===== src/rtl/bbi_pkg.sv =====
// Shared types, widths, register codes and fixed-point helpers for the
// box bounce integrator. No dependencies; every other rtl file imports it.
package bbi_pkg;

  localparam int FRAC_BITS_DEF = 16;

  // Item field widths
  localparam int FIX_W     = 32;
  localparam int BOX_W     = 10;
  localparam int DT_W      = 12;

  // Register widths
  localparam int GRAV_W    = 24;
  localparam int FLOOR_W   = 26;
  localparam int BOUNCE_W  = 17;
  localparam int DRAG_W    = 24;
  localparam int ARENA_W   = 26;

  localparam int CFG_IDX_W  = 3;
  localparam int CFG_DATA_W = 32;

  // Register stages: kinematics first, then contact handling
  localparam int PIPE_STAGES = 8;
  localparam int KIN_STAGES  = 4;

  // Register reset values (Q16.16 encodings)
  localparam logic [GRAV_W-1:0]   GRAVITY_RST = GRAV_W'(642908);
  localparam logic [FLOOR_W-1:0]  FLOOR_RST   = FLOOR_W'(36044800);
  localparam logic [BOUNCE_W-1:0] BOUNCE_RST  = BOUNCE_W'(39322);
  localparam logic [DRAG_W-1:0]   DRAG_RST    = DRAG_W'(131072);
  localparam logic [ARENA_W-1:0]  ARENA_RST   = ARENA_W'(65536000);

  typedef enum logic [CFG_IDX_W-1:0] {
    CFG_GRAVITY_ACCEL = 3'd0,
    CFG_FLOOR_LEVEL   = 3'd1,
    CFG_BOUNCE_KEEP   = 3'd2,
    CFG_FLOOR_DRAG    = 3'd3,
    CFG_ARENA_WIDTH   = 3'd4
  } cfg_reg_e;

  typedef struct packed {
    logic [GRAV_W-1:0]   gravity_accel;
    logic [FLOOR_W-1:0]  floor_level;
    logic [BOUNCE_W-1:0] bounce_keep;
    logic [DRAG_W-1:0]   floor_drag;
    logic [ARENA_W-1:0]  arena_width;
  } cfg_t;

  typedef struct packed {
    logic signed [FIX_W-1:0] pos_x;
    logic signed [FIX_W-1:0] pos_y;
    logic signed [FIX_W-1:0] vel_x;
    logic signed [FIX_W-1:0] vel_y;
    logic [BOX_W-1:0]        box_width;
    logic [BOX_W-1:0]        box_height;
    logic [DT_W-1:0]         time_step;
  } in_item_t;

  typedef struct packed {
    logic signed [FIX_W-1:0] new_pos_x;
    logic signed [FIX_W-1:0] new_pos_y;
    logic signed [FIX_W-1:0] new_vel_x;
    logic signed [FIX_W-1:0] new_vel_y;
    logic                    on_floor;
  } out_item_t;

  // Stage enables and valid bits from the pipeline controller
  typedef struct packed {
    logic [PIPE_STAGES-1:0] en;
    logic [PIPE_STAGES-1:0] vld;
  } pipe_ctl_t;

  // Kinematics result handed to the contact stages
  typedef struct packed {
    logic signed [FIX_W-1:0] pos_x;      // after both walls
    logic signed [FIX_W-1:0] pos_y;      // free flight
    logic signed [FIX_W-1:0] floor_thr;  // floor minus half height, saturated
    logic signed [FIX_W-1:0] vel_x;
    logic signed [FIX_W-1:0] vel_x_kept; // vel_x with floor friction
    logic signed [FIX_W-1:0] vel_y;
    logic signed [FIX_W-1:0] vel_y_bounce;
    logic                    vel_y_big;  // |vel_y| above the rest threshold
    logic                    hit_left;
    logic                    hit_right;
  } kin_t;

  function automatic logic [FIX_W-1:0] abs32(input logic signed [FIX_W-1:0] v);
    return v[FIX_W-1] ? (~v + 1'b1) : v;
  endfunction

  function automatic logic signed [63:0] apply_sign(input logic [63:0] mag, input logic neg);
    return neg ? -signed'(mag) : signed'(mag);
  endfunction

  function automatic logic signed [FIX_W-1:0] sat32(input logic signed [63:0] v);
    logic signed [FIX_W-1:0] r;
    if (v > 64'sd2147483647) begin
      r = 32'sh7FFF_FFFF;
    end else if (v < -64'sd2147483648) begin
      r = 32'sh8000_0000;
    end else begin
      r = v[FIX_W-1:0];
    end
    return r;
  endfunction

endpackage


===== src/rtl/bbi_if.sv =====


interface bbi_cfg_if import bbi_pkg::*; ();
  logic                  valid;
  logic                  ready;
  logic [CFG_IDX_W-1:0]  reg_index;
  logic [CFG_DATA_W-1:0] wdata;

  modport source (output valid, reg_index, wdata, input ready);
  modport sink   (input valid, reg_index, wdata, output ready);
endinterface


===== src/rtl/bbi_cfg_regs.sv =====
// Configuration register file for the box bounce integrator.
// Depends on bbi_pkg and bbi_cfg_if.
module bbi_cfg_regs import bbi_pkg::*; (
  input  logic          clk_i,
  input  logic          rst_ni,
  bbi_cfg_if.sink       cfg_i,
  output cfg_t          cfg_o
);

  cfg_t regs_q;

  assign cfg_i.ready = 1'b1;
  assign cfg_o       = regs_q;

  always_ff @(posedge clk_i or negedge rst_ni) begin
    if (!rst_ni) begin
      regs_q.gravity_accel <= GRAVITY_RST;
      regs_q.floor_level   <= FLOOR_RST;
      regs_q.bounce_keep   <= BOUNCE_RST;
      regs_q.floor_drag    <= DRAG_RST;
      regs_q.arena_width   <= ARENA_RST;
    end else if (cfg_i.valid) begin
      unique case (cfg_reg_e'(cfg_i.reg_index))
        CFG_GRAVITY_ACCEL: regs_q.gravity_accel <= cfg_i.wdata[GRAV_W-1:0];
        CFG_FLOOR_LEVEL:   regs_q.floor_level   <= cfg_i.wdata[FLOOR_W-1:0];
        CFG_BOUNCE_KEEP:   regs_q.bounce_keep   <= cfg_i.wdata[BOUNCE_W-1:0];
        CFG_FLOOR_DRAG:    regs_q.floor_drag    <= cfg_i.wdata[DRAG_W-1:0];
        CFG_ARENA_WIDTH:   regs_q.arena_width   <= cfg_i.wdata[ARENA_W-1:0];
        default: ;  // unused index: dropped
      endcase
    end
  end

endmodule


===== src/flat_wrapper.sv =====
// flat-port wrapper written by rule: the top's interface ports become plain ports
module bbi_cfg_regs_flat import bbi_pkg::*;
  (clk_i, rst_ni, cfg_o, cfg_i_valid, cfg_i_reg_index, cfg_i_wdata, cfg_i_ready);
  bbi_cfg_if cfg_i_i ();
  input  logic clk_i;
  input  logic rst_ni;
  output cfg_t cfg_o;
  input wire logic [$bits(cfg_i_i.valid)-1:0] cfg_i_valid;
  input wire logic [$bits(cfg_i_i.reg_index)-1:0] cfg_i_reg_index;
  input wire logic [$bits(cfg_i_i.wdata)-1:0] cfg_i_wdata;
  output wire logic [$bits(cfg_i_i.ready)-1:0] cfg_i_ready;
  assign cfg_i_i.valid = cfg_i_valid;
  assign cfg_i_i.reg_index = cfg_i_reg_index;
  assign cfg_i_i.wdata = cfg_i_wdata;
  assign cfg_i_ready = cfg_i_i.ready;
  bbi_cfg_regs u_core (.clk_i(clk_i), .rst_ni(rst_ni), .cfg_i(cfg_i_i), .cfg_o(cfg_o));
endmodule

===== config.mk =====
export PLATFORM = sky130hd
export DESIGN_NAME = bbi_cfg_regs_flat
export DESIGN_NICKNAME = d
export VERILOG_FILES = /design/src/rtl/bbi_pkg.sv /design/src/rtl/bbi_if.sv /design/src/rtl/bbi_cfg_regs.sv /design/src/flat_wrapper.sv
export SDC_FILE = /design/constraint.sdc
export NUM_CORES = 1
export LEC_CHECK = 0
export ABC_CLOCK_PERIOD_IN_PS = 860
export BUFFER_PORTS_ARGS = -buffer_cell sky130_fd_sc_hd__buf_2
export CORE_MARGIN = 2
export CORE_UTILIZATION = 40
export DETAILED_ROUTE_END_ITERATION = 10
export PLACE_DENSITY = 0.66
export SLEW_MARGIN = 15
export SYNTH_ARGS = -nofsm -noshare
export SYNTH_HDL_FRONTEND = slang
export SYNTH_SLANG_ARGS = --single-unit

===== constraint.sdc =====
create_clock -name clk_i -period 0.86 [get_ports clk_i]
set_input_delay 0.086 -clock clk_i [delete_from_list [all_inputs] [get_ports clk_i]]
set_output_delay 0.086 -clock clk_i [all_outputs]
set_load 0.05 [all_outputs]

== After elaboration in Yosys (flattened, before gate mapping) ==
Cells that the tools add are included.

* Register bits after elaboration: 117
* Input port bits: 38
* Output and inout port bits: 118
* Word-level logic and storage cells: 15

* Equal/unequal tests: 4
* Reductions and logical operators: 6

{| class="wikitable"
|+ Operators with widths
! cell !! count
|-
| $reduce_and A2 Y1 || 5
|-
| $eq A3 B2 Y1 const B || 2
|-
| $eq A3 B1 Y1 const B || 1
|-
| $eq A3 B3 Y1 const B || 1
|-
| $logic_not A3 Y1 || 1
|}

== Depth between registers and ports, before layout ==
* Word-level depth: 2
* Gate-level depth with buffers: 4
* Depth with buffers taken out: 2

== Least setup slack after synthesis ==
OpenSTA, ideal clock, no wires.

* Kind: input-to-reg
* From: input port cfg_i_reg_index[0]
* To: register u_core.regs_q (netlist bit u_core.cfg_o[100])
* Library setup time: 125 ps
* Arrival time: 1028 ps
* Required time: 735 ps
* Setup slack: -292 ps
* Stages on the path: 3
* Buffers on the path: 1
* Cell sequence: nor4b_4 -> buf_6 -> mux2_2

* Longest elaborated chain between the ends: 2

{| class="wikitable"
|+ Ends and longest elaborated chain
! what !! line !! source
|-
| start: declaration || flat_wrapper.sv:9 || <nowiki>input wire logic [$bits(cfg_i_i.reg_index)-1:0] cfg_i_reg_index;</nowiki>
|-
| $logic_not A3 Y1 || bbi_cfg_regs.sv:23 || <nowiki>unique case (cfg_reg_e'(cfg_i.reg_index))</nowiki>
|-
| $reduce_and A2 Y1 (no line) || -- ||
|-
| end: declaration || bbi_cfg_regs.sv:10 || <nowiki>cfg_t regs_q;</nowiki>
|}

Every way passes these cells.
A chain may end at the register's enable or synchronous reset.

== Worst setup path in the final report ==
* From: register u_core.regs_q (netlist bit u_core.cfg_o[101])
* To: output port cfg_o[101] (netlist name)

{| class="wikitable"
|+ RTL lines
! what !! line !! source
|-
| end: declaration || flat_wrapper.sv:7 || <nowiki>output cfg_t cfg_o;</nowiki>
|}

No word-level cell between the ends.

==> flow_summary.toml <==
[timing]
setup_viol = 162
fmax_mhz = 834
final.period_utilization = 1.39
clock_skew_ps = 0
rsz0062_at_grt = "true"
timing.final.hold_violations = 0
postLayoutSetupSlackWorst_ps = -339
post-route-min-period_ps = 1200
setup_tns_ps = -28280
maxSlewViolCount = 0

[worst_setup_path]
slowest_delay_ps = 560
worstRegToRegCells = 2
timing.critical_path.max_delay_family = "flip-flops"
reg2reg_slack_ps = -70
critPathKind = "reg2out"
path_cells = "buf_8"
crit_buf_inv = 1
crit_required_ps = 770
crit_cells = 1
arrival_ps = 1110
slowest_stage = "dfstp_2"
worst-path-max-fanout = 2
cp-start-kind = "register"
endpoint_kind = "primary output"

[run]
maxCapViolCount = 0

[power_and_ir_drop]
ir_drop_v = 0.00202
p_leak_uw = 0.00398
power_density_nw_per_um2 = 3200

[status]
outcome = "complete, but fails checks"
violations = "setup timing"

[floorplan]
start_util = 0.406
dieArea_um2 = 12400
fp-row-count = 39
boundaryPins = 156
die_w_um = 111
die_height_um = 111
core_um2 = 11300

[route]
viasPerCell = 4.79
num_vias = 3174
drt_iter0_drc = 108
dr.pass1.iters = 4
route.detailed.drc = 0
ant_nets = 0
drt_wl_total_mm = 13.6
wl_per_cell_um = 20.6

[layout]
fin_nets = 545
multi_input_area_um2 = 1820
n_antenna_cell = 0
largest_reg_flops = 117
fillers = 662
area_growth_pct = 83.0
final_layout_size_suffix_gt1_frac = 0.848
instances_no_fill = 662
final_util = 0.742
seqCellArea_um2 = 3010
final_area_um2 = 8410

[global_routing]
grt_first_pass_wirelength_mm = 21.0
grt_pass1_vias = 3619
grt_overflow = 0
antenna_found_initial = 0
grt_max_degree = 39
grt_use_total = 0.221

[logic_synthesis]
synth-warning-count = 0
synth-seq-cells = 117
synthCells = 253
synth_seq_area_share = 0.646
synth.cell_area_um2 = 4590
ys_types = 13
synth_area_leaders = "dfrtp_1, mux2_2, dfstp_2"
synth.avg_cell_area_um2 = 18.2
synth_top_cell_by_area = "dfrtp_1"
yosys.area.top_type_share = 0.469
synth_nets = 291

[placement]
placedCellCount = 547
place_area_um2 = 5960
place_congestion = 0.727
port_buffers = 148
dp_hpwl_mm = 7.42
place_ws_ps = -509

[clock_tree]
cts_buffers = 17
clock_latency_ps = 400
h-tree-depth = 4
path_clk_slew_ps = 50
cts_tree = "done"
cts_sinks = 117
cts_max_path_buffers = 2
cts_root_buf = "clkbuf_16"

[worst_hold_path]
hp-class = "in2async"
## where the power goes
part / total (uW) / switching (uW) / internal (uW)
Sequential: 8240 / 1180 / 7060
Combinational: 11200 / 5950 / 5250
Clock: 7450 / 2410 / 5040
## per-layer routing
layer	share of wire	up-vias	track usage
met3	0.053	12	0.0689
li1	-	1397	-
met2	0.52	107	0.368
met5	0	-	0
met1	0.41	1658	0.272
met4	0.011	0	0.0790
## logic make-up after synthesis
logic type / after synthesis / synth area share
flip-flops: 117 / 0.646
buffers and inverters: 13 / 0.0275
multiplexers: 117 / 0.310
other: 1 / 0.000816
AND/OR/NAND/NOR: 5 / 0.0161
## stage by stage
step | power (uW) | hold WS, ps
2_1_floorplan | 14000 | -210
3_3_place_gp | 15800 | -25.4
3_5_place_dp | 15900 | -25.5
4_1_cts | 26400 | 80.5
5_1_grt | 27800 | 85.3
6_report | 26900 | 96.5
## cell usage after synthesis
cell      count
buf_2         2
dfrtp_1      86
buf_4         2
nor4bb_1      1
buf_6         9
conb_1        1
nor4b_4       1
and4bb_1      2
nand4b_2      1
mux2_2       77
mux2_1       12
mux2_4       28
dfstp_2      31
## final timing paths
kind,start,endpoint
worst max-delay path,u_core.cfg_o[101],cfg_o[101]
worst min-delay path,rst_ni,u_core.cfg_o[7]
worst max register to register,u_core.cfg_o[52],u_core.cfg_o[52]
worst min register to register,u_core.cfg_o[76],u_core.cfg_o[76]
max in group asynchronous,rst_ni,u_core.cfg_o[85]
min in group clk_i,cfg_i_reg_index[1],u_core.cfg_o[26]
## what timing repair did
item	4_1_cts	5_1_grt
resized for setup	305	42
pin swaps	2	1
gates cloned	3	1
endpoints found under the hold margin	206	0
setup endpoints to repair	159	168
hold buffers	27	0
setup buffers	44	26
## placed cells by master (no fill, tap or decap)
cell type,synthesis,layout
and4bb_1,2,1
and4bb_2,0,1
buf_12,0,8
buf_2,2,26
buf_4,2,20
buf_6,9,122
buf_8,0,44
bufinv_16,0,4
clkbuf_1,0,1
clkbuf_16,0,18
clkbuf_8,0,3
clkinv_2,0,5
clkinvlp_4,0,1
conb_1,1,1
dfrtp_1,86,49
dfrtp_2,0,37
dfstp_2,31,31
dlygate4sd3_1,0,27
mux2_2,77,10
mux2_4,28,107
nand4b_4,0,1
nor4b_4,1,1
nor4bb_4,0,1
## final cells by class
class | count | area share
Clock inverter | 10 | 0.0182
Timing Repair Buffer | 248 | 0.330
Multi-Input combinational cell | 123 | 0.217
Tap cell | 143 | 0.0213
Clock buffer | 21 | 0.0560
Sequential cell | 117 | 0.358
(Power assumes the default switching activity.)
