<file path="src/rtl/bbi_pkg.sv">
// Shared types, widths, register codes and fixed-point helpers for the
// box bounce integrator. No dependencies; every other rtl file imports it.
package bbi_pkg;

  localparam int FRAC_BITS_DEF = 16;

  // Item field widths
  localparam int FIX_W     = 32;
  localparam int BOX_W     = 10;
  localparam int DT_W      = 12;

  // Register widths
  localparam int GRAV_W    = 24;
  localparam int FLOOR_W   = 26;
  localparam int BOUNCE_W  = 17;
  localparam int DRAG_W    = 24;
  localparam int ARENA_W   = 26;

  localparam int CFG_IDX_W  = 3;
  localparam int CFG_DATA_W = 32;

  // Register stages: kinematics first, then contact handling
  localparam int PIPE_STAGES = 8;
  localparam int KIN_STAGES  = 4;

  // Register reset values (Q16.16 encodings)
  localparam logic [GRAV_W-1:0]   GRAVITY_RST = GRAV_W'(642908);
  localparam logic [FLOOR_W-1:0]  FLOOR_RST   = FLOOR_W'(36044800);
  localparam logic [BOUNCE_W-1:0] BOUNCE_RST  = BOUNCE_W'(39322);
  localparam logic [DRAG_W-1:0]   DRAG_RST    = DRAG_W'(131072);
  localparam logic [ARENA_W-1:0]  ARENA_RST   = ARENA_W'(65536000);

  typedef enum logic [CFG_IDX_W-1:0] {
    CFG_GRAVITY_ACCEL = 3'd0,
    CFG_FLOOR_LEVEL   = 3'd1,
    CFG_BOUNCE_KEEP   = 3'd2,
    CFG_FLOOR_DRAG    = 3'd3,
    CFG_ARENA_WIDTH   = 3'd4
  } cfg_reg_e;

  typedef struct packed {
    logic [GRAV_W-1:0]   gravity_accel;
    logic [FLOOR_W-1:0]  floor_level;
    logic [BOUNCE_W-1:0] bounce_keep;
    logic [DRAG_W-1:0]   floor_drag;
    logic [ARENA_W-1:0]  arena_width;
  } cfg_t;

  typedef struct packed {
    logic signed [FIX_W-1:0] pos_x;
    logic signed [FIX_W-1:0] pos_y;
    logic signed [FIX_W-1:0] vel_x;
    logic signed [FIX_W-1:0] vel_y;
    logic [BOX_W-1:0]        box_width;
    logic [BOX_W-1:0]        box_height;
    logic [DT_W-1:0]         time_step;
  } in_item_t;

  typedef struct packed {
    logic signed [FIX_W-1:0] new_pos_x;
    logic signed [FIX_W-1:0] new_pos_y;
    logic signed [FIX_W-1:0] new_vel_x;
    logic signed [FIX_W-1:0] new_vel_y;
    logic                    on_floor;
  } out_item_t;

  // Stage enables and valid bits from the pipeline controller
  typedef struct packed {
    logic [PIPE_STAGES-1:0] en;
    logic [PIPE_STAGES-1:0] vld;
  } pipe_ctl_t;

  // Kinematics result handed to the contact stages
  typedef struct packed {
    logic signed [FIX_W-1:0] pos_x;      // after both walls
    logic signed [FIX_W-1:0] pos_y;      // free flight
    logic signed [FIX_W-1:0] floor_thr;  // floor minus half height, saturated
    logic signed [FIX_W-1:0] vel_x;
    logic signed [FIX_W-1:0] vel_x_kept; // vel_x with floor friction
    logic signed [FIX_W-1:0] vel_y;
    logic signed [FIX_W-1:0] vel_y_bounce;
    logic                    vel_y_big;  // |vel_y| above the rest threshold
    logic                    hit_left;
    logic                    hit_right;
  } kin_t;

  function automatic logic [FIX_W-1:0] abs32(input logic signed [FIX_W-1:0] v);
    return v[FIX_W-1] ? (~v + 1'b1) : v;
  endfunction

  function automatic logic signed [63:0] apply_sign(input logic [63:0] mag, input logic neg);
    return neg ? -signed'(mag) : signed'(mag);
  endfunction

  function automatic logic signed [FIX_W-1:0] sat32(input logic signed [63:0] v);
    logic signed [FIX_W-1:0] r;
    if (v > 64'sd2147483647) begin
      r = 32'sh7FFF_FFFF;
    end else if (v < -64'sd2147483648) begin
      r = 32'sh8000_0000;
    end else begin
      r = v[FIX_W-1:0];
    end
    return r;
  endfunction

endpackage

</file>
<file path="src/rtl/bbi_contact.sv">
// Stages 5-8: floor contact select, then left and right wall velocity scaling.
// Depends on bbi_pkg.
module bbi_contact import bbi_pkg::*; #(
  parameter int FRAC_BITS = FRAC_BITS_DEF
) (
  input  logic      clk_i,
  input  pipe_ctl_t ctl_i,
  input  kin_t      kin_i,
  output out_item_t item_o
);

  localparam int FF_W   = FRAC_BITS;
  localparam int PROD_W = FIX_W + FF_W;
  localparam logic [FF_W-1:0] FOUR_FIFTHS = FF_W'(((1 << FRAC_BITS) * 4 + 2) / 5);

  // ---- stage 5: floor
  logic signed [FIX_W-1:0] c1_x_q, c1_y_q, c1_y_d, c1_vx_q, c1_vx_d, c1_vy_q, c1_vy_d;
  logic                    c1_floor_q, c1_floor_d, c1_left_q, c1_right_q;

  always_comb begin
    c1_floor_d = kin_i.pos_y >= kin_i.floor_thr;
    c1_y_d     = c1_floor_d ? kin_i.floor_thr : kin_i.pos_y;
    c1_vx_d    = c1_floor_d ? kin_i.vel_x_kept : kin_i.vel_x;
    if (!c1_floor_d) begin
      c1_vy_d = kin_i.vel_y;
    end else if (kin_i.vel_y_big) begin
      c1_vy_d = kin_i.vel_y_bounce;
    end else begin
      c1_vy_d = '0;
    end
  end

  always_ff @(posedge clk_i) begin
    if (ctl_i.en[KIN_STAGES]) begin
      c1_x_q     <= kin_i.pos_x;
      c1_y_q     <= c1_y_d;
      c1_vx_q    <= c1_vx_d;
      c1_vy_q    <= c1_vy_d;
      c1_floor_q <= c1_floor_d;
      c1_left_q  <= kin_i.hit_left;
      c1_right_q <= kin_i.hit_right;
    end
  end

  // ---- stage 6: |vx| * 0.8 for the left wall
  logic [PROD_W-1:0]       c2_a_q, c2_a_d;
  logic signed [FIX_W-1:0] c2_x_q, c2_y_q, c2_vx_q, c2_vy_q;
  logic                    c2_floor_q, c2_left_q, c2_right_q;

  assign c2_a_d = PROD_W'(abs32(c1_vx_q)) * PROD_W'(FOUR_FIFTHS);

  always_ff @(posedge clk_i) begin
    if (ctl_i.en[KIN_STAGES+1]) begin
      c2_a_q     <= c2_a_d;
      c2_x_q     <= c1_x_q;
      c2_y_q     <= c1_y_q;
      c2_vx_q    <= c1_vx_q;
      c2_vy_q    <= c1_vy_q;
      c2_floor_q <= c1_floor_q;
      c2_left_q  <= c1_left_q;
      c2_right_q <= c1_right_q;
    end
  end

  // ---- stage 7: apply left wall, |vx| * 0.8 for the right wall
  logic [PROD_W-1:0]       c3_b_q, c3_b_d;
  logic signed [FIX_W-1:0] c3_vxl_q, c3_vxl_d, c3_x_q, c3_y_q, c3_vy_q;
  logic                    c3_floor_q, c3_right_q;

  always_comb begin
    c3_vxl_d = c2_left_q ? signed'(FIX_W'(c2_a_q >> FRAC_BITS)) : c2_vx_q;
    c3_b_d   = PROD_W'(abs32(c3_vxl_d)) * PROD_W'(FOUR_FIFTHS);
  end

  always_ff @(posedge clk_i) begin
    if (ctl_i.en[KIN_STAGES+2]) begin
      c3_b_q     <= c3_b_d;
      c3_vxl_q   <= c3_vxl_d;
      c3_x_q     <= c2_x_q;
      c3_y_q     <= c2_y_q;
      c3_vy_q    <= c2_vy_q;
      c3_floor_q <= c2_floor_q;
      c3_right_q <= c2_right_q;
    end
  end

  // ---- stage 8: apply right wall, output register
  out_item_t c4_q, c4_d;

  always_comb begin
    c4_d.new_pos_x = c3_x_q;
    c4_d.new_pos_y = c3_y_q;
    c4_d.new_vel_x = c3_right_q ? -signed'(FIX_W'(c3_b_q >> FRAC_BITS)) : c3_vxl_q;
    c4_d.new_vel_y = c3_vy_q;
    c4_d.on_floor  = c3_floor_q;
  end

  always_ff @(posedge clk_i) begin
    if (ctl_i.en[PIPE_STAGES-1]) begin
      c4_q <= c4_d;
    end
  end

  assign item_o = c4_q;

endmodule

</file>
<file path="config.mk">
export PLATFORM = sky130hd
export DESIGN_NAME = bbi_contact
export DESIGN_NICKNAME = d
export VERILOG_FILES = /design/src/rtl/bbi_pkg.sv /design/src/rtl/bbi_contact.sv
export SDC_FILE = /design/constraint.sdc
export NUM_CORES = 2
export LEC_CHECK = 0
export ABC_AREA = 1
export BUFFER_PORTS_ARGS = -buffer_cell sky130_fd_sc_hd__buf_2
export CELL_PAD_IN_SITES_DETAIL_PLACEMENT = 1
export CELL_PAD_IN_SITES_GLOBAL_PLACEMENT = 1
export CORE_MARGIN = 2
export CORE_UTILIZATION = 44
export DETAILED_ROUTE_END_ITERATION = 8
export GPL_TIMING_DRIVEN = 0
export PLACE_DENSITY_LB_ADDON = 0.1
export SLEW_MARGIN = 10
export SYNTH_ARGS = -nofsm -noshare
export SYNTH_HDL_FRONTEND = slang
export SYNTH_SLANG_ARGS = --single-unit
</file>
<file path="constraint.sdc">
create_clock -name clk_i -period 5.99 [get_ports clk_i]
set_input_delay 1.198 -clock clk_i [delete_from_list [all_inputs] [get_ports clk_i]]
set_output_delay 1.198 -clock clk_i [all_outputs]
set_load 0.02 [all_outputs]
</file>
# ---- After elaboration in Yosys (flattened, before gate mapping)
# Cells that the tools add are included.
dict set report totals {
  elab_cells 43
  inputBits 244
  output_inout_bits 129
  regBits 617
}
dict set report classes {
  add_sub_neg 3
  multipliers 2
  n_mux 8
  bitwise_logic 2
  n_lt_le_gt_ge 1
}
# cell count
set op_table {}
lappend op_table {{32-bit 2-to-1 mux} 8}
lappend op_table {{32-bit by 16-bit multiplier with 48-bit output (second input constant)} 2}
lappend op_table {{32-bit by 1-bit adder with 32-bit output (second input constant)} 2}
lappend op_table {{32-bit NOT} 2}
lappend op_table {{32-bit greater-or-equal comparator} 1}
lappend op_table {{32-bit negator} 1}

# ---- Depth between registers and ports, before layout
dict set report depth {
  word_depth 5
  ltp_mapped 38
  mapped_depth_nobuf 38
}

# ---- Worst setup path before layout
# No wires, ideal clock.
dict set report synth_path {
  path_type {register to register}
  from {register c1_vx_q[0]}
  to {register c2_a_q[47] (data pin)}
  n_path_buf 0
  slack_ns -0.504
  synth_period_minus_slack_ns 6.494
  t_arrival_ns 6.233
  required_time_ns 5.730
  setup_ns 0.260
  path_stages_with_launch 32
  path_cell_list {edfxtp_1 > inv_1 > ha_1 > inv_1 > nor3_1 > nand2_1 > nor2_1 > inv_1 > nor2_1 > inv_1 > nor3_1 > a21oi_1 > xnor2_1 > inv_1 > ha_1 > inv_1 > fa_1 > inv_1 > fa_1 > inv_1 > fa_1 > inv_1 > fa_1 > ha_1 > ha_1 > a21o_1 > o21bai_1 > nor2_1 > nor2_1 > a211oi_1 > nand3_1 > xor2_1}
}
dict set report synth_via {
  elab_chain_cells 4
}
# element line
set synth_rtl {}
lappend synth_rtl {{from (decl)} bbi_contact.sv:17} ;# logic signed [FIX_W-1:0] c1_x_q, c1_y_q, c1_y_d, c1_vx_q, c1_vx_d, c1_vy_q, c1_vy_d;
lappend synth_rtl {{from (signal assigned)} bbi_contact.sv:37} ;# c1_vx_q <= c1_vx_d;
lappend synth_rtl {{32-bit NOT} bbi_pkg.sv:88} ;# return v[FIX_W-1] ? (~v + 1'b1) : v;
lappend synth_rtl {{32-bit by 1-bit adder with 32-bit output} bbi_pkg.sv:88}
lappend synth_rtl {{32-bit 2-to-1 mux (*)} bbi_pkg.sv:88}
lappend synth_rtl {{32-bit by 16-bit multiplier with 48-bit output (*)} bbi_contact.sv:50} ;# assign c2_a_d = PROD_W'(abs32(c1_vx_q)) * PROD_W'(FOUR_FIFTHS);
lappend synth_rtl {{named net c2_a_d[47]} bbi_contact.sv:46} ;# logic [PROD_W-1:0] c2_a_q, c2_a_d;
lappend synth_rtl {{to (signal assigned)} bbi_contact.sv:54} ;# c2_a_q <= c2_a_d;
lappend synth_rtl {{to (decl)} bbi_contact.sv:46}
# Mark *: on every way through the listed nets, which the timed path passes. The rest lies on a longest branch.
# A chain may end at the register's enable or synchronous reset.

# ---- Final worst setup path
dict set report layout_path {
  from {register c2_left_q}
  to {register c3_b_q[41] (data pin)}
}
dict set report layout_via {
  elab_chain_cells 5
}
# element line
set layout_rtl {}
lappend layout_rtl {{from (decl)} bbi_contact.sv:48} ;# logic c2_floor_q, c2_left_q, c2_right_q;
lappend layout_rtl {{from (signal assigned)} bbi_contact.sv:60} ;# c2_left_q <= c1_left_q;
lappend layout_rtl {{32-bit 2-to-1 mux (*)} bbi_contact.sv:71} ;# c3_vxl_d = c2_left_q ? signed'(FIX_W'(c2_a_q >> FRAC_BITS)) : c2_vx_q;
lappend layout_rtl {{named net c3_vxl_d[25]} bbi_contact.sv:67} ;# logic signed [FIX_W-1:0] c3_vxl_q, c3_vxl_d, c3_x_q, c3_y_q, c3_vy_q;
lappend layout_rtl {{32-bit NOT} bbi_pkg.sv:88}
lappend layout_rtl {{32-bit by 1-bit adder with 32-bit output} bbi_pkg.sv:88}
lappend layout_rtl {{32-bit 2-to-1 mux (*)} bbi_pkg.sv:88}
lappend layout_rtl {{32-bit by 16-bit multiplier with 48-bit output (*)} bbi_contact.sv:72} ;# c3_b_d = PROD_W'(abs32(c3_vxl_d)) * PROD_W'(FOUR_FIFTHS);
lappend layout_rtl {{named net c3_b_d[41]} bbi_contact.sv:66} ;# logic [PROD_W-1:0] c3_b_q, c3_b_d;
lappend layout_rtl {{to (signal assigned)} bbi_contact.sv:77} ;# c3_b_q <= c3_b_d;
lappend layout_rtl {{to (decl)} bbi_contact.sv:66}
# Marked as above.

==> metrics.cfg <==
[floorplanning]
io_pins=373
coreArea_mm2=0.09642
die_x_um=315.4
floorplan.initialDensity_pct=44.24
dieArea_mm2=0.09945
num_rows=114
die_h_um=315.4

[detailed_routing]
drt_pass1_iterations=5
wl_per_cell_um=23.58
drt-total-wl_mm=144.4
vias=31820
drt_iter0_markers=1799
viasPerCell=5.197
drcViolationCount=0
antenna_left=0

[yosys]
yosysWarnings=0
ys_ff_latch=585
synth_cell_types=56
synthesis.nets=5094
synth.top_cells.by_area=edfxtp_1 41%, fa_1 18%, ha_1 12%
synth_cells=4054
synthFlopType=edfxtp_1
netlist_area_mm2=0.04266
synth_edf_count=585
synth_top_area_share_pct=41.18
synth.largest_area_cell=edfxtp_1
ys_seq_area_share_pct=41.18
async_flop_share_pct=0
syn_avg_cell_area_um2=10.52

[worst_setup_path]
required_ns=6.38
cp_common_cell=inv_2
critPathSlowestCell=fa_2
start_kind=register
slowest_delay_ns=0.58
worstPathMaxFanout=8
crit_type=register to register
endpoint_kind=register
worstPathArrival_ns=7.32

[placed_design]
dp_cells=5694
portBuffers=360
place_hpwl_mm=109.2
gp_congestion=0.9354

[outcome]
outcome=finished, violations left
failed_checks=negative setup slack

[job]
drv_cap=0

[final_layout]
fillCellCount=10180
utilization_pct=58.47
area_growth_pct=32.16
nets=5831
drive_gt1_share_pct=34.18
fin_cells=6123
multiInputGateArea_mm2=0.02658
seq_area_mm2=0.01757

[global_routing]
grt_overflow=0
grt_antenna_before_repair=9
grt_max_degree=105
grt_use_total_pct=27.83
grt_pass1_vias=33950
grt_pass1_wl_mm=206.0

[sta]
fmax_ghz=0.1442
hold_viol=0
skew_ns=0.03914
period_minus_slack_ns=6.934
period_share_pct=115.8
timing.slew.headroom_pct=42.25
finalSetupViolCount=64
setup_ws_ns=-0.9444
final_max_slew_viol_count=0
tightest_slew_ns=0.8584
rsz0062_at_grt=true

[clocking]
root_buffer=clkbuf_16
cts_tree=built
htreeDepth=2
clkTransAtPathRegs_ns=0.06
cts_buffers=59
insertion_delay_ns=0.65
clock_sinks=585
cts.path.max_buffers=3

[hold_path]
min-delay-path-class=register to register

==> flip-flops by register name, indices dropped and copies added, names as in the netlist, 31 cells and up <==
signal    count
c1_vx_q      32
c1_vy_q      32
c1_x_q       32
c1_y_q       32
c2_a_q       33
c2_vx_q      31
c2_vy_q      32
c2_x_q       32
c2_y_q       32
c3_b_q       33
c3_vxl_q     31
c3_vy_q      32
c3_x_q       32
c3_y_q       32
item_o      129
==> synth_stat cells (9+ instances only) <==
master,number
o21a_1,19
o21ai_1,10
a21o_1,17
clkbuf_1,26
xor2_1,109
xnor2_1,38
buf_2,13
a21oi_1,142
ha_1,423
inv_2,13
nand2_1,577
nand3_1,110
nand2_2,22
nor2_2,11
nor2_1,246
nor4_1,14
a31oi_1,24
inv_1,915
nor3_1,35
fa_1,373
o21ai_0,175
nand4_1,57
o21bai_1,10
o21ai_2,12
edfxtp_1,585
or2_2,9
==> layer usage <==
metal	global-route usage (%)	part of all wire [%]	vias up	routed length (µm)
met1	34.24	39	16030	56400
li1	-	-	14600	-
met2	50.10	52	869	75250
met3	2.486	3.6	325	5159
met4	11.86	5.2	2	7556
met5	0	0.0090	-	13
==> final timing paths <==
kind | from | endpoint | slack (ns) | depth (start not counted)
max | c2_left_q | c3_b_q[41] | -0.94 | 31
min | c1_y_q[9] | c2_y_q[9] | 0.39 | 0
min reg2reg | c1_y_q[9] | c2_y_q[9] | 0.39 | 0
max reg2reg | c2_left_q | c3_b_q[41] | -0.94 | 31
==> layout by cell type, fill, tap and decap left out, drive strengths merged, types with 58 or more instances in the layout <==
| master | n |
|---|---|
| ha | 423 |
| nand4 | 58 |
| buf | 696 |
| edfxtp | 585 |
| clkbuf | 92 |
| o21ai | 197 |
| a21oi | 142 |
| xor2 | 112 |
| fa | 373 |
| nand2 | 604 |
| nor2 | 260 |
| nand3 | 113 |
| inv | 929 |
==> logic make-up (layout without fill, tap and decap cells) <==
logic type	Yosys count	after routing	share of synthesized area, %
compound gates	435	435	5.755
other cells	0	5	0
xor+xnor	151	151	3.197
fa+ha+maj	796	796	29.91
flops	585	585	41.18
simple gates	1109	1109	11.21
buf+inv	978	1766	8.738
==> final cells by class <==
| cell class | instances | share of cell area (%) |
|---|---|---|
| repair buffers | 676 | 8.314 |
| diodes | 5 | 0.02219 |
| flip-flops and latches | 585 | 31.16 |
| clock buffers | 65 | 2.659 |
| plain buffers | 47 | 0.5016 |
| clock inverters | 47 | 0.9654 |
| inverters | 931 | 6.390 |
| well taps | 1276 | 2.832 |
| multi-input cells | 2491 | 47.16 |
==> critical path, delay by kind of cell, from the launching register on <==
kind / cells / cell delay (ns)
AOI/OAI and AO/OA: 7 / 1.26
adders and majority gates: 7 / 2.88
buffers and inverters: 10 / 0.94
xor gates and xnor gates: 2 / 0.28
DFF: 1 / 0.54
and+or+nand+nor: 5 / 0.79
==> timing repair <==
item,4_1_cts,5_1_grt
endpoints found under the setup margin,64,64
cloned,2,1
setup buffers,207,108
hold buffers,0,0
pin swaps,238,249
resized for setup,756,341
==> through the flow <==
stage | TNS [ns] | setup slack [ns] | hold slack [ns] | area (µm²)
2_1_floorplan | -3.991 | -0.2627 | 0.4003 | 43470
4_1_cts | -27.70 | -0.7497 | 0.3970 | 54070
3_5_place_dp | -87.67 | -1.770 | 0.4056 | 47010
3_3_place_gp | -86.50 | -1.772 | 0.4001 | 46870
6_report | -44.25 | -0.9444 | 0.3929 | 56380
5_1_grt | -56.26 | -1.193 | 0.4063 | 56380
Power is not shown: default switching activity piles up to over one toggle a cycle in this logic, so the estimate is an artifact.
