`src/rtl/bbi_pkg.sv`:
```
// Shared types, widths, register codes and fixed-point helpers for the
// box bounce integrator. No dependencies; every other rtl file imports it.
package bbi_pkg;

  localparam int FRAC_BITS_DEF = 16;

  // Item field widths
  localparam int FIX_W     = 32;
  localparam int BOX_W     = 10;
  localparam int DT_W      = 12;

  // Register widths
  localparam int GRAV_W    = 24;
  localparam int FLOOR_W   = 26;
  localparam int BOUNCE_W  = 17;
  localparam int DRAG_W    = 24;
  localparam int ARENA_W   = 26;

  localparam int CFG_IDX_W  = 3;
  localparam int CFG_DATA_W = 32;

  // Register stages: kinematics first, then contact handling
  localparam int PIPE_STAGES = 8;
  localparam int KIN_STAGES  = 4;

  // Register reset values (Q16.16 encodings)
  localparam logic [GRAV_W-1:0]   GRAVITY_RST = GRAV_W'(642908);
  localparam logic [FLOOR_W-1:0]  FLOOR_RST   = FLOOR_W'(36044800);
  localparam logic [BOUNCE_W-1:0] BOUNCE_RST  = BOUNCE_W'(39322);
  localparam logic [DRAG_W-1:0]   DRAG_RST    = DRAG_W'(131072);
  localparam logic [ARENA_W-1:0]  ARENA_RST   = ARENA_W'(65536000);

  typedef enum logic [CFG_IDX_W-1:0] {
    CFG_GRAVITY_ACCEL = 3'd0,
    CFG_FLOOR_LEVEL   = 3'd1,
    CFG_BOUNCE_KEEP   = 3'd2,
    CFG_FLOOR_DRAG    = 3'd3,
    CFG_ARENA_WIDTH   = 3'd4
  } cfg_reg_e;

  typedef struct packed {
    logic [GRAV_W-1:0]   gravity_accel;
    logic [FLOOR_W-1:0]  floor_level;
    logic [BOUNCE_W-1:0] bounce_keep;
    logic [DRAG_W-1:0]   floor_drag;
    logic [ARENA_W-1:0]  arena_width;
  } cfg_t;

  typedef struct packed {
    logic signed [FIX_W-1:0] pos_x;
    logic signed [FIX_W-1:0] pos_y;
    logic signed [FIX_W-1:0] vel_x;
    logic signed [FIX_W-1:0] vel_y;
    logic [BOX_W-1:0]        box_width;
    logic [BOX_W-1:0]        box_height;
    logic [DT_W-1:0]         time_step;
  } in_item_t;

  typedef struct packed {
    logic signed [FIX_W-1:0] new_pos_x;
    logic signed [FIX_W-1:0] new_pos_y;
    logic signed [FIX_W-1:0] new_vel_x;
    logic signed [FIX_W-1:0] new_vel_y;
    logic                    on_floor;
  } out_item_t;

  // Stage enables and valid bits from the pipeline controller
  typedef struct packed {
    logic [PIPE_STAGES-1:0] en;
    logic [PIPE_STAGES-1:0] vld;
  } pipe_ctl_t;

  // Kinematics result handed to the contact stages
  typedef struct packed {
    logic signed [FIX_W-1:0] pos_x;      // after both walls
    logic signed [FIX_W-1:0] pos_y;      // free flight
    logic signed [FIX_W-1:0] floor_thr;  // floor minus half height, saturated
    logic signed [FIX_W-1:0] vel_x;
    logic signed [FIX_W-1:0] vel_x_kept; // vel_x with floor friction
    logic signed [FIX_W-1:0] vel_y;
    logic signed [FIX_W-1:0] vel_y_bounce;
    logic                    vel_y_big;  // |vel_y| above the rest threshold
    logic                    hit_left;
    logic                    hit_right;
  } kin_t;

  function automatic logic [FIX_W-1:0] abs32(input logic signed [FIX_W-1:0] v);
    return v[FIX_W-1] ? (~v + 1'b1) : v;
  endfunction

  function automatic logic signed [63:0] apply_sign(input logic [63:0] mag, input logic neg);
    return neg ? -signed'(mag) : signed'(mag);
  endfunction

  function automatic logic signed [FIX_W-1:0] sat32(input logic signed [63:0] v);
    logic signed [FIX_W-1:0] r;
    if (v > 64'sd2147483647) begin
      r = 32'sh7FFF_FFFF;
    end else if (v < -64'sd2147483648) begin
      r = 32'sh8000_0000;
    end else begin
      r = v[FIX_W-1:0];
    end
    return r;
  endfunction

endpackage

```
`src/rtl/bbi_pipe_ctrl.sv`:
```
// Valid bits and per-stage load enables; stalled stages hold, bubbles close up.
// Depends on bbi_pkg.
module bbi_pipe_ctrl import bbi_pkg::*; (
  input  logic      clk_i,
  input  logic      rst_ni,
  input  logic      in_valid_i,
  input  logic      out_ready_i,
  output pipe_ctl_t ctl_o
);

  logic [PIPE_STAGES-1:0] vld_q, vld_d, en;

  always_comb begin
    en[PIPE_STAGES-1] = !vld_q[PIPE_STAGES-1] || out_ready_i;
    for (int k = PIPE_STAGES - 2; k >= 0; k--) begin
      en[k] = !vld_q[k] || en[k+1];
    end
    vld_d[0] = en[0] ? in_valid_i : vld_q[0];
    for (int k = 1; k < PIPE_STAGES; k++) begin
      vld_d[k] = en[k] ? vld_q[k-1] : vld_q[k];
    end
  end

  always_ff @(posedge clk_i or negedge rst_ni) begin
    if (!rst_ni) begin
      vld_q <= '0;
    end else begin
      vld_q <= vld_d;
    end
  end

  assign ctl_o.en  = en;
  assign ctl_o.vld = vld_q;

endmodule

```
`config.mk`:
```
export PLATFORM = sky130hd
export DESIGN_NAME = bbi_pipe_ctrl
export DESIGN_NICKNAME = d
export VERILOG_FILES = /design/src/rtl/bbi_pkg.sv /design/src/rtl/bbi_pipe_ctrl.sv
export SDC_FILE = /design/constraint.sdc
export NUM_CORES = 1
export LEC_CHECK = 0
export BUFFER_PORTS_ARGS = -buffer_cell sky130_fd_sc_hd__buf_2
export CORE_AREA = 2 2 39 41
export CTS_CLUSTER_DIAMETER = 30
export DETAILED_ROUTE_END_ITERATION = 8
export DIE_AREA = 0 0 41 43
export SYNTH_ARGS = -nofsm -noshare
export SYNTH_HDL_FRONTEND = slang
export SYNTH_SLANG_ARGS = --single-unit
export TNS_END_PERCENT = 100
```
`constraint.sdc`:
```
create_clock -name clk_i -period 1.74 [get_ports clk_i]
set_input_delay 0.087 -clock clk_i [delete_from_list [all_inputs] [get_ports clk_i]]
set_output_delay 0.087 -clock clk_i [all_outputs]
set_load 0.05 [all_outputs]
```
After elaboration in Yosys (flattened, before gate mapping)
Cells that the tools add are included.
{"block": "totals", "regBits": 8, "inputBits": 4}
{"block": "op_classes", "reduce_logical": 16}
{"cell": "zero test 1 bit", "count": 8}
{"cell": "logical OR 1 bit", "count": 8}

Logic depth before layout (Yosys ltp)
Gate-level depths: netlist of the first run.
{"block": "logic_depth", "ltp_word": 9, "mapped_depth": 3}

Worst setup path before layout of the first run
Ideal clock, no wire load.
{"block": "synth_path", "path_type": "register to output", "startpoint": "register vld_q[7]", "endpoint": "output ctl_o[8] (netlist bit)", "path_buffers": 1, "stages_incl_launch_ff": 4, "setup_slack_ns": 0.077, "required_time_ns": 1.653, "arrival_ns": 1.576, "path_cell_list": "dfrtp_1 -> and4b_4 -> buf_6 -> nand4_1"}
{"item": "from (decl)", "line": "bbi_pipe_ctrl.sv:11", "source": "logic [PIPE_STAGES-1:0] vld_q, vld_d, en;"}
{"item": "from (signal assigned)", "line": "bbi_pipe_ctrl.sv:28", "source": "vld_q <= vld_d;"}
{"item": "to (decl)", "line": "bbi_pipe_ctrl.sv:8", "source": "output pipe_ctl_t ctl_o"}

==> results of run 1 <==
cells in the mapped netlist, drive strengths merged:
cell type | n | area [um2]
nand2b | 3 | 18.8
a41o | 1 | 10.0
inv | 1 | 3.75
nand2 | 2 | 7.51
or2 | 1 | 6.26
buf | 2 | 16.3
nand3 | 2 | 10.0
and4b | 1 | 13.8
a31o | 2 | 17.5
and3 | 1 | 6.26
nand4 | 1 | 6.26
dfrtp | 8 | 200
nand3b | 1 | 7.51
a21o | 2 | 15.0
layout make-up:
type / count / area, um2
flip-flops and latches: 8 / 200
inverters: 1 / 3.75
multi-input cells: 17 / 119
repair buffers: 20 / 105
clock buffers: 3 / 22.5
fillers: 134 / 913
well taps: 16 / 20.0
where the power goes:
group / total (W) / leakage, nW / internal [W] / switching, W
sequential: 0.000250 / 0.0844 / 0.000218 / 0.0000322
combinational: 0.000364 / 0.119 / 0.0000829 / 0.000281
clock: 0.000140 / 0.0138 / 0.0000788 / 0.0000608
total: 0.000754 / 0.217 / 0.000379 / 0.000375
metrics by stage:
| step | setup slack (ps) | power [W] | cells |
|---|---|---|---|
| floorplan | 76.8 | 0.000553 | 28 |
| global placement | 619 | 0.000617 | 61 |
| detailed placement | 622 | 0.000618 | 61 |
| CTS | 334 | 0.000763 | 65 |
| global route | 216 | 0.000801 | 65 |
| finish | 345 | 0.000754 | 65 |
cell usage in the layout, fill, tap and decap left out:
master / count
nand3_1: 2
a41o_1: 1
nand3b_1: 1
dlygate4sd3_1: 1
nand4_1: 1
dfrtp_1: 8
and4b_4: 1
clkbuf_4: 3
inv_1: 1
nand2_1: 2
a31o_2: 1
a21o_1: 2
or2_1: 1
and3_1: 1
buf_2: 19
a31o_1: 1
nand2b_1: 3
routing by layer:
metal | routed length [um] | vias to the layer above | global-route usage
met1 | 311 | 127 | 0.132
met5 | 0 | - | 0
li1 | - | 140 | -
met3 | 67 | 2 | 0.0157
met4 | 6 | 0 | 0.0800
met2 | 295 | 15 | 0.109
logic make-up after synthesis:
logic type,Yosys count
buffers and inverters,3
AO/OA/AOI/OAI,5
flip-flops,8
AND/OR/NAND/NOR,12
worst register-to-register path, stage by stage (launching register included):
cell	delay [ps]
dfrtp_1	430
and3_1	230
a41o_1	250
worst paths after layout:
kind,depth (start not counted),end,slack [ps],from
max,3,ctl_o[8],340,vld_q[4]
min,2,vld_q[0],30,in_valid_i
max reg2reg,2,vld_q[0],710,vld_q[4]
min reg2reg,1,vld_q[3],490,vld_q[2]
max in group asynchronous,2,vld_q[0],1380,rst_ni
min in group asynchronous,2,vld_q[5],200,rst_ni
==> flow_summary_export.csv, run 1 <==
group,metric,value,unit
run_status,outcome,"finished, final reports clean",
timing,fin_tns_setup,0,ps
routing,drcViolationCount,0,
die,core_area,1380,um2
cts,clock_sinks,8,
cts,clock_latency,250,ps
setup_path,slowest_delay,420,ps
cells_and_area,fin_util,0.340,
synthesis,synth_compound_area_frac,0.125,
worst_hold_path,hold_path.class,"in2reg",
cts,cts_tree,"yes",
cells_and_area,top_regs,"vld_q x8",
cts,ctsHtreeMaxLevel,1,
grt,overflow,0,
cts,cts-resized-gates,0,
timing,fin_worst_skew,1.11,ps
die,rows,14,
cells_and_area,fin_area,470,um2
setup_path,arrival,1310,ps
setup_path,path_cells,"and3_1 -> nand4_1 -> buf_2",
placed_design,port_buffers,19,
timing,fin_crit_sh,0.802,
setup_path,cpLargestDelayFamily,"flip-flops",
cts,cts_setup_buffers,0,
flow_run,cap_violations,0,
synthesis,syn_area_per_cell,12.1,um2
cts,cts_made_buffers,3,
cts,cts_hold_buf,1,
timing,fmax,717,MHz
grt,grt.total_usage,0.0912,
routing,drt-total-wl,681,um
grt,grt_max_degree,13,
setup_path,path_class,"reg2out",
synthesis,seq_area_frac_synth,0.590,
synthesis,synthSimpleGateAreaFrac,0.225,
power_and_ir_drop,p_leak,0.217,nW
setup_path,end_kind,"output pin",
routing,first_pass_iters,3,
synthesis,synthXorXnorAreaFrac,0,
setup_path,startpoint_type,"flop",
setup_path,cp_slowest_cell,"dfrtp_1",
grt,grt_pass1_wl,1.06,mm
setup_path,crit_buf_inv,1,
die,die-width,41,um
power_and_ir_drop,peakVddDrop,587,uV
routing,via_per_inst,4.37,
timing,rsz0062_at_grt,"false",
synthesis,ys_ff_latch,8,
cells_and_area,largest_reg_flops,8,
placed_design,place.gp.congestion,0.693,
cts,clk_pin_slew,50,ps
cts,cts.path.max_buffers,2,
cts,root_buffer,"clkbuf_4",
cells_and_area,regMostFlops,"vld_q",
die,initial_core_util,0.245,
grt,grt_pass1_vias,245,
cells_and_area,drive_gt1_frac,0.490,
setup_path,worstPathRequired,1650,ps
routing,wl_per_cell,10.5,um
placed_design,dp_hpwl,491,um
die,pin_count,20,
cells_and_area,syn2layout_area_growth,38.7,%
synthesis,synthCells,28,
power_and_ir_drop,power.density,1600,nW/um2
synthesis,synth_top_family_by_area,"simple AND/OR/NAND/NOR gates",
timing,hold_ws,25.2,ps
timing,relSlewSlack,0.834,
synthesis,synth_cell_types,16,
synthesis,synth-adder-area-share,0,
synthesis,synth_mux_area_frac,0,
synthesis,syn_nets,32,
routing,drt_iter0_drc,1,
cells_and_area,fin_nets,55,
die,die_area,1760,um2
timing,worst_pin_slew,250,ps
synthesis,yosysWarnings,0,
timing,setup_viol,0,
synthesis,netlist_area,339,um2
placed_design,post_dp_cell_area,438,um2
grt,antenna_found_initial,0,
setup_path,cp_max_fo,7,
routing,ant_nets,0,
timing,finalHoldViolCount,0,
timing,slew_violations,0,
timing,finalCriticalPeriod,1400,ps
cells_and_area,n_antenna_cell,0,
routing,dr_total_vias,284,
die,die_h,43,um
(Power assumes the default switching activity.)
==> run 2, diff against run 1 <==
--- a/config.mk
+++ b/config.mk
@@ -5,6 +5,7 @@
 export SDC_FILE = /design/constraint.sdc
 export NUM_CORES = 1
 export LEC_CHECK = 0
+export ABC_AREA = 1
 export BUFFER_PORTS_ARGS = -buffer_cell sky130_fd_sc_hd__buf_2
 export CORE_AREA = 2 2 39 41
 export CTS_CLUSTER_DIAMETER = 30
==> constraint.sdc (replaced) <==
create_clock -name clk_i -period 1.4 [get_ports clk_i]
set_input_delay 0.07 -clock clk_i [delete_from_list [all_inputs] [get_ports clk_i]]
set_output_delay 0.07 -clock clk_i [all_outputs]
set_load 0.05 [all_outputs]
==> run 2 against run 1 <==
  * Register-to-register slack lost 450 ps
  * Flip-flop and latch count is the same
  * Sequential share of layout area down 8.4 points
  * Combinational power is 50% higher
  * Core utilization rose by 9.1 points
  * Die area did not move
  * Synthesized area grew 2.2%
  * Clock skew increased by 3.0 ps
  * Global-route usage is 2.3 points higher
  * Wire length grew 16%
  * Cell area up 27%
  * Largest power group unchanged
==> flow_summary_export.csv, run 2 <==
group,metric,value,unit
run_status,outcome,"finished, final reports clean",
cells_and_area,fin_util,0.431,
cells_and_area,fill_cells,142,
power_and_ir_drop,p_clk_frac,0.180,
setup_path,end_kind,"output pin",
timing,rsz0062_at_grt,"true",
setup_path,arrival,1310,ps
cells_and_area,final_cell_mix,"buf_2, inv_1, nand2_1, dfrtp_1",
routing,wl_per_cell,10.0,um
routing,drt-total-wl,790,um
synthesis,synth_ff_type,"dfrtp_1",
die,rows,14,
setup_path,crit_top_cell,"nand4_4",
power_and_ir_drop,switching_share,0.489,
die,die-width,41,um
cells_and_area,largest_reg_flops,8,
die,die_area,1760,um2
cts,root_buffer,"clkbuf_4",
setup_path,cp_max_fo,5,
synthesis,synthSimpleGateAreaFrac,0.314,
setup_path,crit_buf_inv,2,
cells_and_area,regMostFlops,"vld_q",
cells_and_area,drive_gt1_frac,0.556,
die,pin_count,20,
routing,first_pass_iters,2,
grt,grt_pass1_wl,1.22,mm
grt,grt.total_usage,0.114,
setup_path,worstPathRequired,1330,ps
grt,grtUsageMet2,0.166,
cts,ctsHtreeMaxLevel,1,
setup_path,path_cells,"nand4_4 -> nor3_4 -> buf_6 -> nand4_4 -> buf_8",
worst_hold_path,hold_path.class,"in2reg",
placed_design,dp_hpwl,550,um
synthesis,netlist_top_cells_area,"dfrtp_1, inv_1, nand2_1, nand4_4, nor3_4",
power_and_ir_drop,peakVddDrop,648,uV
power_and_ir_drop,power.density,1750,nW/um2
routing,via_per_inst,4.08,
synthesis,synth_top_area_share,0.578,
synthesis,yosysTopAreaCell,"dfrtp_1",
cells_and_area,n_antenna_cell,0,
grt,gr-usage-met3,0.0785,
cts,cts_tree,"yes",
power_and_ir_drop,p_leak,0.306,nW
cells_and_area,final_common_cell,"buf_2",
setup_path,startpoint_type,"flop",
cts,cts_made_buffers,3,
routing,drcViolationCount,0,
grt,antenna_found_initial,0,
flow_run,cap_violations,0,
synthesis,yosysMostFrequentCell,"inv_1",
cells_and_area,fin_nets,68,
grt,top_usage_layer,"met2",
cts,cts.path.max_buffers,2,
synthesis,synth_cell_types,10,
timing,finalHoldViolCount,0,
setup_path,cp_slowest_cell,"dfrtp_2",
synthesis,ys_async_sr_fraction,1.00,
synthesis,synth_compound_area_frac,0,
timing,worst_pin_slew,275,ps
synthesis,syn_nets,38,
synthesis,synth-adder-area-share,0,
synthesis,ys_ff_latch,8,
placed_design,place.gp.congestion,0.629,
placed_design,port_buffers,19,
synthesis,syn_area_per_cell,10.2,um2
grt,grt_max_degree,9,
timing,setup_viol,0,
timing,slew_violations,0,
placed_design,dpl.cell_count,69,
grt,grt_pass1_vias,288,
synthesis,synthXorXnorAreaFrac,0,
timing,finalCriticalPeriod,1380,ps
setup_path,slowest_delay,390,ps
timing,relSlewSlack,0.817,
synthesis,netlist_area,347,um2
power_and_ir_drop,p_seq_frac,0.298,
synthesis,synth_commonest_cells,"inv_1, nand2_1, dfrtp_1",
cells_and_area,syn2layout_area_growth,72.2,%
die,initial_core_util,0.250,
power_and_ir_drop,power.switching,0.000512,W
timing,fin_worst_skew,4.10,ps
synthesis,yosysWarnings,0,
routing,drt_iter0_drc,2,
timing,fmax,722,MHz
routing,ant_nets,0,
power_and_ir_drop,p_int,0.000535,W
synthesis,seq_area_frac_synth,0.578,
timing,fin_crit_sh,0.989,
cts,clock_sinks,8,
synthesis,synth-edff-count,0,
synthesis,synth_mux_area_frac,0,
grt,overflow,0,
cts,clock_latency,250,ps
power_and_ir_drop,comb_power_share,0.522,
routing,dr_total_vias,322,
grt,grt_use_met1,0.117,
die,die_h,43,um
setup_path,path_class,"reg2out",
cells_and_area,top_regs,"vld_q x8",
setup_path,cpLargestDelayFamily,"flip-flops",
cells_and_area,finalNonFillerCells,79,
synthesis,synth_top_family_by_area,"simple AND/OR/NAND/NOR gates",
die,core_area,1380,um2
synthesis,synthCells,34,
cts,clk_pin_slew,60,ps
run 2: cell count changes after synthesis, sizes merged, moves of 2 or more:
cell | before | now
buf | 2 | 0
inv | 1 | 10
a21o | 2 | 0
a31o | 2 | 0
nand2b | 3 | 0
nand2 | 2 | 9
run 2: through the flow:
step / setup TNS [ps] / hold slack [ps] / cell area, um2 / power, W / setup WS [ps]
detailed placement: 0 / -77.2 / 484 / 0.000790 / 170
floorplan: -1280 / -226 / 369 / 0.000692 / -270
global route: -211 / 138 / 597 / 0.00112 / -80.9
CTS: -114 / 116 / 586 / 0.00105 / -55.6
global placement: 0 / -76.7 / 484 / 0.000788 / 187
finish: 0 / 122 / 597 / 0.00105 / 15.6
run 2: path summary, 6_finish.rpt:
| path | slack (ps) | startpoint | cells after the start | to |
|---|---|---|---|---|
| setup / recovery | 20 | vld_q[5] | 5 | ctl_o[8] |
| hold / removal | 120 | out_ready_i | 4 | vld_q[7] |
| setup reg to reg | 260 | vld_q[5] | 6 | vld_q[0] |
| hold reg to reg | 510 | vld_q[3] | 2 | vld_q[4] |
| max in group asynchronous | 1030 | rst_ni | 2 | vld_q[6] |
| min in group asynchronous | 190 | rst_ni | 2 | vld_q[0] |
run 2: layer usage:
metal  share of wire  wire length (um)
met5               0                 0
met1            0.35               278
met4               0                 0
met3            0.11                83
met2            0.54               428
run 2: final cells by class:
class                      count  area (um2)  area share
timing repair buffer          25         181       0.304
tap                           16        20.0      0.0335
multi-input combinational     16         128       0.214
clock buffer                   4        26.3      0.0440
sequential                     8         204       0.342
inverter                      10        37.5      0.0629
run 2: power by group through the flow:
stage          combinational (W)  clock, W  sequential (W)
6_report                0.000546  0.000189        0.000312
5_1_grt                 0.000576  0.000225        0.000318
4_1_cts                 0.000539  0.000201        0.000312
3_5_place_dp            0.000473         0        0.000317
3_3_place_gp            0.000471         0        0.000316
2_1_floorplan           0.000249         0        0.000442
run 2: cell families after synthesis:
group	count (synthesis)
buf+inv	10
simple gates	16
flops	8
run 2: timing repair:
action	4_1_cts	5_1_grt
endpoints found under the hold margin	9	0
hold buffers	2	0
endpoints found under the setup margin	4	4
gates resized for setup	10	1
pin swaps	2	1
buffers inserted	3	1
cloned	0	0
run 2: tightest hold or removal path: stages:
cell and delay (ps):
buf_2 80, inv_1 70, nand2_1 80, nand2_1 50
==> run 3, diff against run 2 <==
==> constraint.sdc (replaced) <==
create_clock -name clk_i -period 1.75 [get_ports clk_i]
set_input_delay 0.0875 -clock clk_i [delete_from_list [all_inputs] [get_ports clk_i]]
set_output_delay 0.0875 -clock clk_i [all_outputs]
set_load 0.05 [all_outputs]
==> run 3 against run 2 <==
  * Hold slack got worse by 110 ps
  * Critical endpoint unchanged
  * Flip-flop and latch count unchanged
  * First-iteration DRC count decreased by 100%
  * Wire length decreased by 17%
  * Sequential share of layout area increased by 6.5 points
  * Critical path depth decreased by 1
  * Core utilization decreased by 6.9 points
  * Sequential power decreased by 22%
  * Register-to-register slack improved by 490 ps
  * Cell count decreased by 6.3%
  * Non-clock buffer count decreased by 5
==> flow_summary_export.csv, run 3 (synthesized netlist as in run 2, its figures left out) <==
group,metric,value,unit
routing,ant_nets,0,
cells_and_area,largest_reg_flops,8,
routing,first_pass_iters,1,
cells_and_area,drive_gt1_frac,0.500,
run_status,outcome,"finished, final reports clean",
setup_path,startpoint_type,"flop",
grt,grt_pass1_vias,271,
power_and_ir_drop,p_int,0.000377,W
grt,grt.total_usage,0.0913,
setup_path,r2r_cells,4,
setup_path,r2r-start,"vld_q[6]",
setup_path,path_class,"reg2out",
setup_path,cp_max_fo,5,
timing,relSlewSlack,0.837,
die,initial_core_util,0.250,
placed_design,port_buffers,19,
cts,clock_sinks,8,
power_and_ir_drop,comb_power_share,0.481,
die,pin_count,20,
cts,cts_tree,"yes",
routing,drt-total-wl,652,um
cts,cts.path.max_buffers,2,
setup_path,cpLargestDelayFamily,"simple AND/OR/NAND/NOR gates",
cells_and_area,fill_cells,146,
setup_path,r2r_end,"vld_q[0]",
power_and_ir_drop,switching_share,0.502,
power_and_ir_drop,p_leak,0.266,nW
setup_path,end_kind,"output pin",
cells_and_area,final_cell_mix,"buf_2, inv_1, nand2_1, dfrtp_1",
setup_path,arrival,1350,ps
timing,fin_crit_sh,0.821,
die,rows,14,
cts,clock_latency,250,ps
setup_path,critPathLaunch,"vld_q[6]",
routing,wl_per_cell,8.81,um
cts,cts_made_buffers,3,
cts,cts-resized-gates,0,
timing,fmax,696,MHz
timing,rsz0062_at_grt,"false",
die,die_area,1760,um2
cts,cts_setup_buffers,0,
cts,ctsHtreeMaxLevel,1,
grt,grt_pass1_wl,1.00,mm
cts,cts_hold_buf,1,
setup_path,cp_slowest_cell,"dfrtp_2",
setup_path,worstPathRequired,1660,ps
worst_hold_path,hold_path.class,"in2reg",
grt,antenna_found_initial,0,
power_and_ir_drop,p_seq_frac,0.321,
placed_design,dp_hpwl,544,um
cells_and_area,syn2layout_area_growth,44.8,%
cells_and_area,final_common_cell,"buf_2",
power_and_ir_drop,p_clk_frac,0.198,
die,die_h,43,um
timing,setup_viol,0,
cells_and_area,fin_nets,63,
die,die-width,41,um
timing,slew_violations,0,
grt,grt_max_degree,9,
setup_path,ff2ff_setup_slack,750,ps
routing,dr_total_vias,299,
placed_design,place.gp.congestion,0.619,
worst_hold_path,whs_path_depth,3,
power_and_ir_drop,power.switching,0.000380,W
setup_path,path_depth,4,
timing,worst_pin_slew,243,ps
die,core_area,1380,um2
cts,clk_pin_slew,60,ps
worst_hold_path,holdPathEnd,"vld_q[0]",
worst_hold_path,holdCritStartpoint,"in_valid_i",
timing,finalCriticalPeriod,1440,ps
routing,drt_iter0_drc,0,
timing,finalHoldViolCount,0,
cts,root_buffer,"clkbuf_4",
timing,fin_worst_skew,3.85,ps
cells_and_area,fin_util,0.363,
routing,drcViolationCount,0,
setup_path,path_cells,"nand4_4 -> nor3_4 -> nand4_2 -> buf_2",
flow_run,cap_violations,0,
routing,via_per_inst,4.04,
power_and_ir_drop,peakVddDrop,469,uV
timing,fin_tns_setup,0,ps
cells_and_area,n_antenna_cell,0,
power_and_ir_drop,power.density,1510,nW/um2
cells_and_area,top_regs,"vld_q x8",
setup_path,crit_buf_inv,1,
cells_and_area,regMostFlops,"vld_q",
setup_path,slowest_delay,400,ps
grt,overflow,0,
run 3: cell count changes in the layout (fill, tap and decap cells not counted), moves of 2 or more:
cell / change
buf_6: -3
buf_4: -3
buf_8: -2
buf_2: +4
run 3: metrics by stage:
step	area [um2]	cells	setup slack [ps]	power (W)	hold WS [ps]
after global routing	502	74	211	0.000802	33.5
final	502	74	313	0.000758	15.7
after CTS	502	74	273	0.000771	11.6
after detailed placement	465	69	553	0.000615	-56.7
after floorplan	350	34	34.1	0.000536	-208
after global placement	465	69	586	0.000612	-60.4
run 3: power groups by stage:
stage	combinational [W]	clock [W]	sequential [W]
floorplan	0.000189	0	0.000347
global placement	0.000366	0	0.000246
detailed placement	0.000368	0	0.000248
CTS	0.000369	0.000157	0.000245
global route	0.000387	0.000166	0.000249
finish	0.000364	0.000150	0.000244
run 3: final cells by class:
| cell class | count | area, um2 | area share |
|---|---|---|---|
| sequential | 8 | 204 | 0.406 |
| multi-input combinational | 16 | 109 | 0.217 |
| timing repair buffer | 20 | 105 | 0.209 |
| inverter | 10 | 37.5 | 0.0748 |
| clock buffer | 4 | 26.3 | 0.0524 |
| tap | 16 | 20.0 | 0.0399 |
run 3: per-layer routing:
metal,track usage,vias up,part of all wire
met5,0,-,0
li1,-,149,-
met3,0.0314,0,0.14
met2,0.116,17,0.45
met1,0.106,133,0.40
met4,0.100,0,0
run 3: how the worst max path moves through the flow:
stage          slack [ps]  endpoint
6_report              310  ctl_o[8]
5_1_grt               210  ctl_o[9]
4_1_cts               270  ctl_o[8]
3_5_place_dp          550  ctl_o[8]
3_3_place_gp          590  ctl_o[8]
2_1_floorplan          30  vld_q[0]
run 3: worst min-delay path: stages:
cell and delay, ps:
buf_2 70, inv_1 30, nand2_1 50
